--- src/fwsr_pkg.sv ---
// Shared action codes and cell control type for the search-and-remove queue.
package fwsr_pkg;

	localparam logic [2:0] ACT_ENQUEUE = 3'd0;
	localparam logic [2:0] ACT_DEQUEUE = 3'd1;
	localparam logic [2:0] ACT_SEARCH  = 3'd2;
	localparam logic [2:0] ACT_REWIND  = 3'd3;
	localparam logic [2:0] ACT_NEXT    = 3'd4;
	localparam logic [2:0] ACT_REMOVE  = 3'd5;

	// per-cell control signals
	typedef struct packed {
		logic load;   // take the incoming value
		logic shift;  // take the neighbor's value (gap closing)
	} cell_ctrl_t;

endpackage

--- src/fwsr_cell.sv ---
// One storage cell of the queue: holds an entry, shifts from its neighbor, compares.
module fwsr_cell import fwsr_pkg::*; #(
	parameter int VALUE_BITS = 32
) (
	input  logic                  clk,
	input  cell_ctrl_t            ctrl,
	input  logic [VALUE_BITS-1:0] din,
	input  logic [VALUE_BITS-1:0] neighbor,
	output logic [VALUE_BITS-1:0] value,
	output logic                  match
);

	logic [VALUE_BITS-1:0] value_q;

	always_ff @(posedge clk) begin
		if (ctrl.load) begin
			value_q <= din;
		end else if (ctrl.shift) begin
			value_q <= neighbor;
		end
	end

	assign value = value_q;
	assign match = (value_q == din);

endmodule

--- src/fifo_with_search_and_remove_core.sv ---
// Top level of the ordered queue with search, cursor walk and remove.
//
// Usage:
//  - Input channel: in_valid / in_stall carry one operation (action, item_value).
//    Actions: enqueue, dequeue, search, rewind, next, remove last returned.
//  - Output channel: out_valid / out_stall carry one result per operation
//    (ok, item_out, fill_count, is_empty), in operation order.
//  - The operation is captured in a stage register, then executed against
//    the row of cells and the result written to the output register.
//  - Throughput: one operation per cycle while the output is taken.
//  - Entries live in a row of DEPTH cells, head in cell 0. A deletion makes
//    every cell behind the gap take its neighbor's value together.
//    Search compares all cells in parallel and ORs the hits below the count.
//  - Reset clears the count, the cursor marks and both valid flags; cell
//    contents are left as they are and are never read before being written.
//  - When out_stall is high the result holds; the staged operation waits, and
//    in_stall rises once the stage register is occupied.
module fifo_with_search_and_remove_core import fwsr_pkg::*; #(
	parameter int DEPTH      = 16,
	parameter int VALUE_BITS = 32
) (
	input  logic                                 clk,
	input  logic                                 arst_n,
	input  logic                                 in_valid,
	output logic                                 in_stall,
	input  logic [2:0]                           action,
	input  logic [VALUE_BITS-1:0]                item_value,
	output logic                                 out_valid,
	input  logic                                 out_stall,
	output logic                                 ok,
	output logic [VALUE_BITS-1:0]                item_out,
	output logic [$clog2(DEPTH+1)-1:0]           fill_count,
	output logic                                 is_empty
);

	localparam int CNT_W = $clog2(DEPTH + 1);
	localparam int IDX_W = $clog2(DEPTH);
	localparam logic [CNT_W-1:0] NONE  = CNT_W'(DEPTH);
	localparam logic [CNT_W-1:0] ONE   = CNT_W'(1);
	localparam logic [CNT_W-1:0] ZERO  = '0;

	// Mark adjustment once the entry at gone has left; cnt_new is the count after.
	function automatic logic [CNT_W-1:0] follow(input logic [CNT_W-1:0] mark,
	                                            input logic [CNT_W-1:0] gone,
	                                            input logic [CNT_W-1:0] cnt_new);
		logic [CNT_W-1:0] r;
		if (mark >= NONE) begin
			r = NONE;
		end else if (mark > gone) begin
			r = mark - ONE;
		end else if (mark == gone) begin
			r = (gone < cnt_new) ? mark : NONE;
		end else begin
			r = mark;
		end
		return r;
	endfunction

	// stage register
	logic                  valid_s1;
	logic [2:0]            action_s1;
	logic [VALUE_BITS-1:0] value_s1;

	// queue state
	logic [CNT_W-1:0] count_q, cursor_q, saved_q, last_q;

	// output register
	logic                  out_valid_q, ok_q, is_empty_q;
	logic [VALUE_BITS-1:0] item_q;
	logic [CNT_W-1:0]      fill_q;

	logic exec_fire, in_accept;

	assign exec_fire = valid_s1 && (!out_valid_q || !out_stall);
	assign in_stall  = valid_s1 && !exec_fire;
	assign in_accept = in_valid && !in_stall;

	always_ff @(posedge clk or negedge arst_n) begin
		if (!arst_n) begin
			valid_s1 <= 1'b0;
		end else if (exec_fire || !valid_s1) begin
			valid_s1 <= in_accept;
		end
	end

	always_ff @(posedge clk) begin
		if (in_accept) begin
			action_s1 <= action;
			value_s1  <= item_value;
		end
	end

	// cell row
	logic [VALUE_BITS-1:0] cell_value [DEPTH];
	logic [DEPTH-1:0]      cell_match;
	logic [DEPTH-1:0]      cell_live;
	cell_ctrl_t            cell_ctrl  [DEPTH];

	logic             do_load, do_shift;
	logic [CNT_W-1:0] shift_pos;

	for (genvar i = 0; i < DEPTH; i++) begin : g_cell
		logic [VALUE_BITS-1:0] nb;
		if (i == DEPTH - 1) begin : g_last
			assign nb = cell_value[i];
		end else begin : g_mid
			assign nb = cell_value[i + 1];
		end
		assign cell_live[i]       = (CNT_W'(i) < count_q);
		assign cell_ctrl[i].load  = exec_fire && do_load && (CNT_W'(i) == count_q);
		assign cell_ctrl[i].shift = exec_fire && do_shift && (CNT_W'(i) >= shift_pos)
		                            && (CNT_W'(i + 1) < count_q);
		fwsr_cell #(.VALUE_BITS(VALUE_BITS)) u_cell (
			.clk      (clk),
			.ctrl     (cell_ctrl[i]),
			.din      (value_s1),
			.neighbor (nb),
			.value    (cell_value[i]),
			.match    (cell_match[i])
		);
	end

	// execute
	logic [CNT_W-1:0]      count_d, cursor_d, saved_d, last_d;
	logic                  ok_d;
	logic [VALUE_BITS-1:0] item_d;
	logic                  cursor_ok;

	assign cursor_ok = (cursor_q < count_q) && (cursor_q < NONE);

	always_comb begin
		count_d   = count_q;
		cursor_d  = cursor_q;
		saved_d   = saved_q;
		last_d    = last_q;
		ok_d      = 1'b0;
		item_d    = '0;
		do_load   = 1'b0;
		do_shift  = 1'b0;
		shift_pos = ZERO;
		unique case (action_s1)
			ACT_ENQUEUE: begin
				if (count_q < NONE) begin
					do_load = 1'b1;
					if (count_q == ZERO) begin
						cursor_d = ZERO;
					end
					count_d = count_q + ONE;
					ok_d    = 1'b1;
				end
			end
			ACT_DEQUEUE: begin
				if (count_q != ZERO) begin
					item_d    = cell_value[0];
					do_shift  = 1'b1;
					count_d   = count_q - ONE;
					last_d    = (last_q == ZERO) ? NONE : follow(last_q, ZERO, count_d);
					cursor_d  = follow(cursor_q, ZERO, count_d);
					saved_d   = follow(saved_q, ZERO, count_d);
					ok_d      = 1'b1;
				end
			end
			ACT_SEARCH: begin
				ok_d = |(cell_match & cell_live);
			end
			ACT_REWIND: begin
				saved_d  = cursor_q;
				cursor_d = (count_q != ZERO) ? ZERO : NONE;
				last_d   = NONE;
				ok_d     = 1'b1;
			end
			ACT_NEXT: begin
				if (!cursor_ok) begin
					cursor_d = (saved_q < count_q) ? saved_q : NONE;
				end else begin
					item_d   = cell_value[cursor_q[IDX_W-1:0]];
					last_d   = cursor_q;
					cursor_d = ((cursor_q + ONE) < count_q) ? cursor_q + ONE : NONE;
					ok_d     = 1'b1;
				end
			end
			ACT_REMOVE: begin
				if ((last_q < count_q) && (last_q < NONE)) begin
					do_shift  = 1'b1;
					shift_pos = last_q;
					count_d   = count_q - ONE;
					saved_d   = follow(saved_q, last_q, count_d);
					cursor_d  = NONE;
					last_d    = NONE;
					ok_d      = 1'b1;
				end
			end
			default: begin
			end
		endcase
	end

	always_ff @(posedge clk or negedge arst_n) begin
		if (!arst_n) begin
			count_q  <= ZERO;
			cursor_q <= NONE;
			saved_q  <= NONE;
			last_q   <= NONE;
		end else if (exec_fire) begin
			count_q  <= count_d;
			cursor_q <= cursor_d;
			saved_q  <= saved_d;
			last_q   <= last_d;
		end
	end

	always_ff @(posedge clk or negedge arst_n) begin
		if (!arst_n) begin
			out_valid_q <= 1'b0;
		end else if (exec_fire) begin
			out_valid_q <= 1'b1;
		end else if (!out_stall) begin
			out_valid_q <= 1'b0;
		end
	end

	always_ff @(posedge clk) begin
		if (exec_fire) begin
			ok_q       <= ok_d;
			item_q     <= item_d;
			fill_q     <= count_d;
			is_empty_q <= (count_d == ZERO);
		end
	end

	assign out_valid  = out_valid_q;
	assign ok         = ok_q;
	assign item_out   = item_q;
	assign fill_count = fill_q;
	assign is_empty   = is_empty_q;

	// checks
	a_count_range: assert property (@(posedge clk) disable iff (!arst_n)
		count_q <= NONE)
		else $error("count above depth");

	a_cursor_range: assert property (@(posedge clk) disable iff (!arst_n)
		(cursor_q == NONE) || (cursor_q < count_q))
		else $error("cursor points past the entries");

	a_last_range: assert property (@(posedge clk) disable iff (!arst_n)
		(last_q == NONE) || (last_q < count_q))
		else $error("last-returned mark points past the entries");

	a_empty_flag: assert property (@(posedge clk) disable iff (!arst_n)
		out_valid_q |-> (is_empty_q == (fill_q == ZERO)))
		else $error("empty flag disagrees with fill count");

	a_dequeue_count: assert property (@(posedge clk) disable iff (!arst_n)
		(exec_fire && action_s1 == ACT_DEQUEUE && count_q != ZERO)
		|=> (count_q == $past(count_q) - ONE))
		else $error("dequeue did not drop the count");

endmodule

--- config.mk ---
export PLATFORM = sky130hd
export DESIGN_NAME = fifo_with_search_and_remove_core
export DESIGN_NICKNAME = d
export VERILOG_FILES = /design/src/fwsr_pkg.sv /design/src/fwsr_cell.sv /design/src/fifo_with_search_and_remove_core.sv
export SDC_FILE = /design/constraint.sdc
export NUM_CORES = 2
export LEC_CHECK = 0
export CORE_ASPECT_RATIO = 0.75
export CORE_UTILIZATION = 45
export CTS_CLUSTER_SIZE = 16
export DETAILED_ROUTE_END_ITERATION = 8
export DONT_BUFFER_PORTS = 1
export HOLD_SLACK_MARGIN = 0.12
export PLACE_DENSITY_LB_ADDON = 0.2
export SYNTH_ARGS = -nofsm -noshare
export SYNTH_HDL_FRONTEND = slang
export SYNTH_SLANG_ARGS = --single-unit
--- constraint.sdc ---
create_clock -name clk -period 7 [get_ports clk]
set_input_delay 0.7 -clock clk [delete_from_list [all_inputs] [get_ports clk]]
set_output_delay 0.7 -clock clk [all_outputs]
set_load 0.005 [all_outputs]
Yosys cells after proc, flatten, opt, wreduce, memory -nomap -nowiden. Index checks and enable logic that the tools add are counted.

Bits in registers: 608. Bits of input ports: 39.

Add/sub/neg operators: 6. Magnitude comparators: 48. Equal/unequal tests: 50. Multiplexer cells: 80. Bitwise gates (word level): 2. Reductions and logical operators: 89.

Operators with widths (number): $mux 32 (34); $eq 32x32->1 (16); $mux 5 (31); $bmux 32 s4 (1); $pmux 32 s2 (1); $logic_and 1x1->1 (53); $eq 4x5->1 const A (8); $lt 4x5->1 const A (8); $ge 4x5->1 const A (7); $pmux 5 s3 (2); $reduce_bool 2->1 (15); $ne 4x4->1 const B (7); $logic_not 5->1 (5); $lt 5x5->1 (5); $pmux 5 s5 (1); $eq 3x5->1 const A (4); $ge 3x5->1 const A (4); $ge 5x5->1 const B (4); $lt 3x5->1 const A (4); $pmux 5 s4 (1); $sub 5x1->5 const B (4); $and 16x16->16 (1); $reduce_and 8->1 (2); $reduce_or 16->1 (1); 27 further kinds (56).

Depth between registers and ports, before layout.
Word-level depth: 9. Mapped depth: 14. Gate-level depth less buffers: 11.

By module. Synthesis repeated with hierarchy kept, for this count alone.

Cell total of the unflattened synthesis: 2588. Area, all modules: 36812.8 um2.

By module, submodules not included: fwsr_cell (instances 16, cells each 112, area each 1699.1 um2, sequential area each 960.9 um2); fifo_with_search_and_remove_core (instances 1, cells each 796, area each 9626.7 um2, sequential area each 2776.4 um2).

Least setup slack after synthesis. OpenSTA, ideal clock, no wires.

Path kind: flip-flop to flip-flop. From: register count_q[1]. To: register g_cell[2].u_cell.value_q[0] (enable). Data arrival time: 4.825 ns. Data required time: 6.530 ns. Path slack: 1.705 ns. Stages on the path, launching flop included: 11. Cell sequence: dfrtp_1 > clkbuf_1 > inv_1 > ha_1 > a21o_1 > a21o_1 > a211o_1 > o21ai_1 > and3_1 > nand2_1 > o31ai_1.

Longest elaborated chain between the ends: 8.

Ends and longest elaborated chain: start, declared (line fifo_with_search_and_remove_core.sv:65) `logic [CNT_W-1:0] count_q, cursor_q, saved_q, last_q;`; start signal, assigned (line fifo_with_search_and_remove_core.sv:205) `count_q <= count_d;`; $lt 5x5->1 (line fifo_with_search_and_remove_core.sv:183) `if ((last_q < count_q) && (last_q < NONE)) begin`; $logic_and 1x1->1 (line fifo_with_search_and_remove_core.sv:183); $mux 5 or $mux 1 (tied branches) (line fifo_with_search_and_remove_core.sv:183); $mux 5 or $pmux 1 s2 (tied branches) (line fifo_with_search_and_remove_core.sv:141) `unique case (action_s1)`; $ge 2x5->1 or $logic_and 1x1->1 (tied branches); $logic_and 1x1->1 (line fifo_with_search_and_remove_core.sv:111) `assign cell_ctrl[i].shift = exec_fire && do_shift && (CNT_W'(i) >= shift_pos)`; $logic_and 1x1->1 (line fifo_with_search_and_remove_core.sv:112) `&& (CNT_W'(i + 1) < count_q);`; $reduce_bool 2->1 (no line) *; end signal, assigned (line fwsr_cell.sv:17) `value_q <= din;`; end signal, assigned (line fwsr_cell.sv:19) `value_q <= neighbor;`; end, declared (line fwsr_cell.sv:13) `logic [VALUE_BITS-1:0] value_q;`.

Mark *: on every way between the ends. The rest lies on a longest branch, timed or not. A chain may end at the register's enable or synchronous reset.

Worst setup path after layout.
From: register count_q[4]. To: register g_cell[2].u_cell.value_q[22] (enable).

Same word-level chain as after synthesis.

==> results.sh <==
export IMPL_grt_pass1_vias=22500
export IMPL_die_y_um=248
export IMPL_place_area_sq_um=37400
export IMPL_cts_max_path_buffers=3
export IMPL_startpoint="count_q[4]"
export IMPL_drive_gt1_share_pct=29.9
export IMPL_syn2layout_area_growth_pct=8.95
export IMPL_synth_cells=2582
export IMPL_die_area_sq_um=82000
export IMPL_htreeDepth=3
export IMPL_fin_skew_ns=0.0226
export IMPL_reg2reg_slack_ns=2.40
export IMPL_vias=23000
export IMPL_die_width_um=330
export IMPL_hold_depth=0
export IMPL_p_total_mw=11.5
export IMPL_final_nets=2562
export IMPL_io_pins=80
export IMPL_place_ws_ns=2.43
export IMPL_grt_pass1_wl_um=167000
export IMPL_rr_worst_depth=9
export IMPL_timing_fmax_ghz=0.217
export IMPL_ir_drop_mv=0.236
export IMPL_overflow=0
export IMPL_synth_nets=2656
export IMPL_synth_top_area_cell="edfxtp_1"
export IMPL_synth_most_common_cell="edfxtp_1"
export IMPL_worst_path_most_repeated_cell="a211o_1"
export IMPL_grtUsageTotal_pct=28.8
export IMPL_slew_violations=0
export IMPL_drt_wirelength_per_cell_um=32.8
export IMPL_hold_end="value_s1[3]"
export IMPL_power_density_nw_per_um2=289
export IMPL_antenna_found_initial=8
export IMPL_drtPass1Iterations=7
export IMPL_max_cap_violations=0
export IMPL_slowest_delay_ns=0.88
export IMPL_io_buffers=0
export IMPL_syn_area_sq_um=36400
export IMPL_rr_startpoint="count_q[4]"
export IMPL_dp_hpwl_um=87100
export IMPL_synth_distinct_cells=70
export IMPL_async_flop_share_pct=3.62
export IMPL_relSlewSlack_pct=18.3
export IMPL_synth_edf_count=586
export IMPL_ant_nets=0
export IMPL_dr_first_iter_drc_count=3051
export IMPL_vias_per_cell=6.40
export IMPL_final_core_util_pct=50.0
export IMPL_finalCritPeriodShare_pct=65.8
export IMPL_critical_path_slowest_cell="dfrtp_1"
export IMPL_leakagePower_nw=12.9
export IMPL_yosysTopAreaCellShare_pct=48.4
export IMPL_fillers=6816
export IMPL_start_kind="flop"
export IMPL_worstHoldStart="item_value[3]"
export IMPL_crit_buf_inv=2
export IMPL_ys_seq_area_share_pct=49.9
export IMPL_grt_max_degree=104
export IMPL_syn_avg_cell_area_sq_um=14.1
export IMPL_row_count=89
export IMPL_criticalPathCategory="reg -> reg"
export IMPL_setup_violations=0
export IMPL_setup_ws_ns=2.40
export IMPL_root_buffer="clkbuf_16"
export IMPL_fin_setup_tns_ns=0
export IMPL_cts_tree="yes"
export IMPL_cts_sinks=608
export IMPL_synth_ff_type="edfxtp_1"
export IMPL_clock_latency_ns=0.63
export IMPL_synth_warnings=0
export IMPL_ys_top_cells_by_area="edfxtp_1 48%, mux2_2 12%, mux4_2 9.9%"
export IMPL_cts_made_buffers=69
export IMPL_place_gp_congestion=0.951
export IMPL_hold_class="in -> reg"
export IMPL_critical_path_top_delay_family="compound AO/OA/AOI/OAI gates"
export IMPL_cts_reportedPaths_clkPinSlew_ns=0.06
export IMPL_drc=0
export IMPL_report_final_hold_viol_count=0
export IMPL_cts_resized=0
export IMPL_period_minus_slack_ns=4.60
export IMPL_start_util_pct=45.9
export IMPL_yosys_top_cells_count="586 x edfxtp_1, 395 x mux2_2, 309 x xor2_1"
export IMPL_wl_um=118000
export IMPL_crit_fanout=32
export IMPL_outcome="completed"
export IMPL_arrival_ns=4.86
export IMPL_ys_ff_latch=608
export IMPL_core_sq_um=79300
export IMPL_final_area_sq_um=39600
export IMPL_path_cells="inv_1, ha_1, a211o_1, a211o_1, o21ai_1, and3_1, nand2_1, o31ai_4, buf_4"
export IMPL_grt_setup_unrepaired="no"
export IMPL_cp_end_kind="flop"
export IMPL_required_ns=7.26
export IMPL_tightestPinTransition_ns=1.23
export IMPL_r2r_end="g_cell[2].u_cell.value[22]"
## cell families (layout without fill, tap and decap cells)
| logic type | count (synthesis) | in the layout | synth area share, % |
|---|---|---|---|
| flip-flops | 608 | 608 | 49.9 |
| XOR/XNOR | 517 | 517 | 12.5 |
| adder cells (fa/ha/maj) | 35 | 35 | 1.20 |
| buffers and inverters | 260 | 217 | 2.99 |
| AO/OA/AOI/OAI | 186 | 186 | 3.54 |
| other | 0 | 2 | 0 |
| multiplexers | 643 | 643 | 24.9 |
| AND/OR/NAND/NOR | 333 | 333 | 5.06 |
## report_power, final
group | switching [mW] | internal [mW]
Clock | 1.56 | 2.12
Sequential | 0.311 | 4.14
Combinational | 2.08 | 1.25
Total | 3.96 | 7.51
## cell usage in the layout, fill, tap and decap left out, types with 16 or more instances in the layout
cell	n
nor2_1	31
nand2_1	55
xnor2_1	208
xor2_1	309
buf_4	67
clkbuf_16	71
a21oi_1	32
ha_1	35
mux4_2	160
inv_1	21
nor4_1	89
o21ai_0	33
nand4_1	66
dfrtp_1	16
nand3_1	28
nor3_1	20
a22o_1	34
mux2_2	395
edfxtp_1	586
mux2_1	85
## state kept, by name, indices dropped and copies added, names as in the netlist
| signal | cells |
|---|---|
| is_empty | 1 |
| cursor_q | 5 |
| valid_s1 | 1 |
| g_cell.u_cell.value | 512 |
| out_valid | 1 |
| item_out | 32 |
| saved_q | 5 |
| ok | 1 |
| fill_count | 5 |
| count_q | 5 |
| last_q | 5 |
| action_s1 | 3 |
| value_s1 | 32 |
## area by class of cell
type,count,area [sq um],area share [%]
Timing Repair Buffer,71,573,1.45
Sequential cell,608,18200,45.8
Antenna cell,2,5.00,0.0126
Clock inverter,38,395,0.998
Inverter,24,90.1,0.227
Clock buffer,84,1830,4.61
Multi-Input combinational cell,1714,17300,43.6
Tap cell,1046,1310,3.30
## per-layer routing
metal / vias to the layer above / track usage (%) / routed length, um
met5: - / 0 / 0
met4: 0 / 7.08 / 2800
met3: 132 / 5.31 / 10900
met2: 1156 / 42.2 / 51000
met1: 11900 / 43.9 / 53000
li1: 9762 / - / -
## worst register-to-register path, stage by stage, from the launching register on
cell     delay, ns
dfrtp_1       0.88
inv_1         0.46
ha_1          0.42
a211o_1       0.32
a211o_1       0.38
o21ai_1       0.21
and3_1        0.26
nand2_1       0.43
o31ai_4       0.37
buf_4         0.49
## stage by stage
stage               hold WS (ns)  instances
finish                     0.171       3587
global route               0.142       3585
floorplan                  0.404       2582
CTS                        0.135       3585
global placement           0.405       3461
detailed placement         0.405       3461
## worst max-delay path by stage
stage	to	slack (ns)	cells past startpoint
6_report	g_cell[2].u_cell.value[22]	2.40	9
5_1_grt	g_cell[2].u_cell.value[22]	2.21	9
4_1_cts	g_cell[2].u_cell.value[20]	2.46	9
3_5_place_dp	g_cell[2].u_cell.value[0]	2.43	9
3_3_place_gp	g_cell[2].u_cell.value[24]	2.51	9
2_1_floorplan	g_cell[2].u_cell.value[0]	1.71	10
## repair_timing
item                                   4_1_cts  5_1_grt
hold buffers                                 2        0
setup buffers                                0        0
endpoints found under the hold margin       22        0
Note: power is estimated with default switching activity, not from simulation.
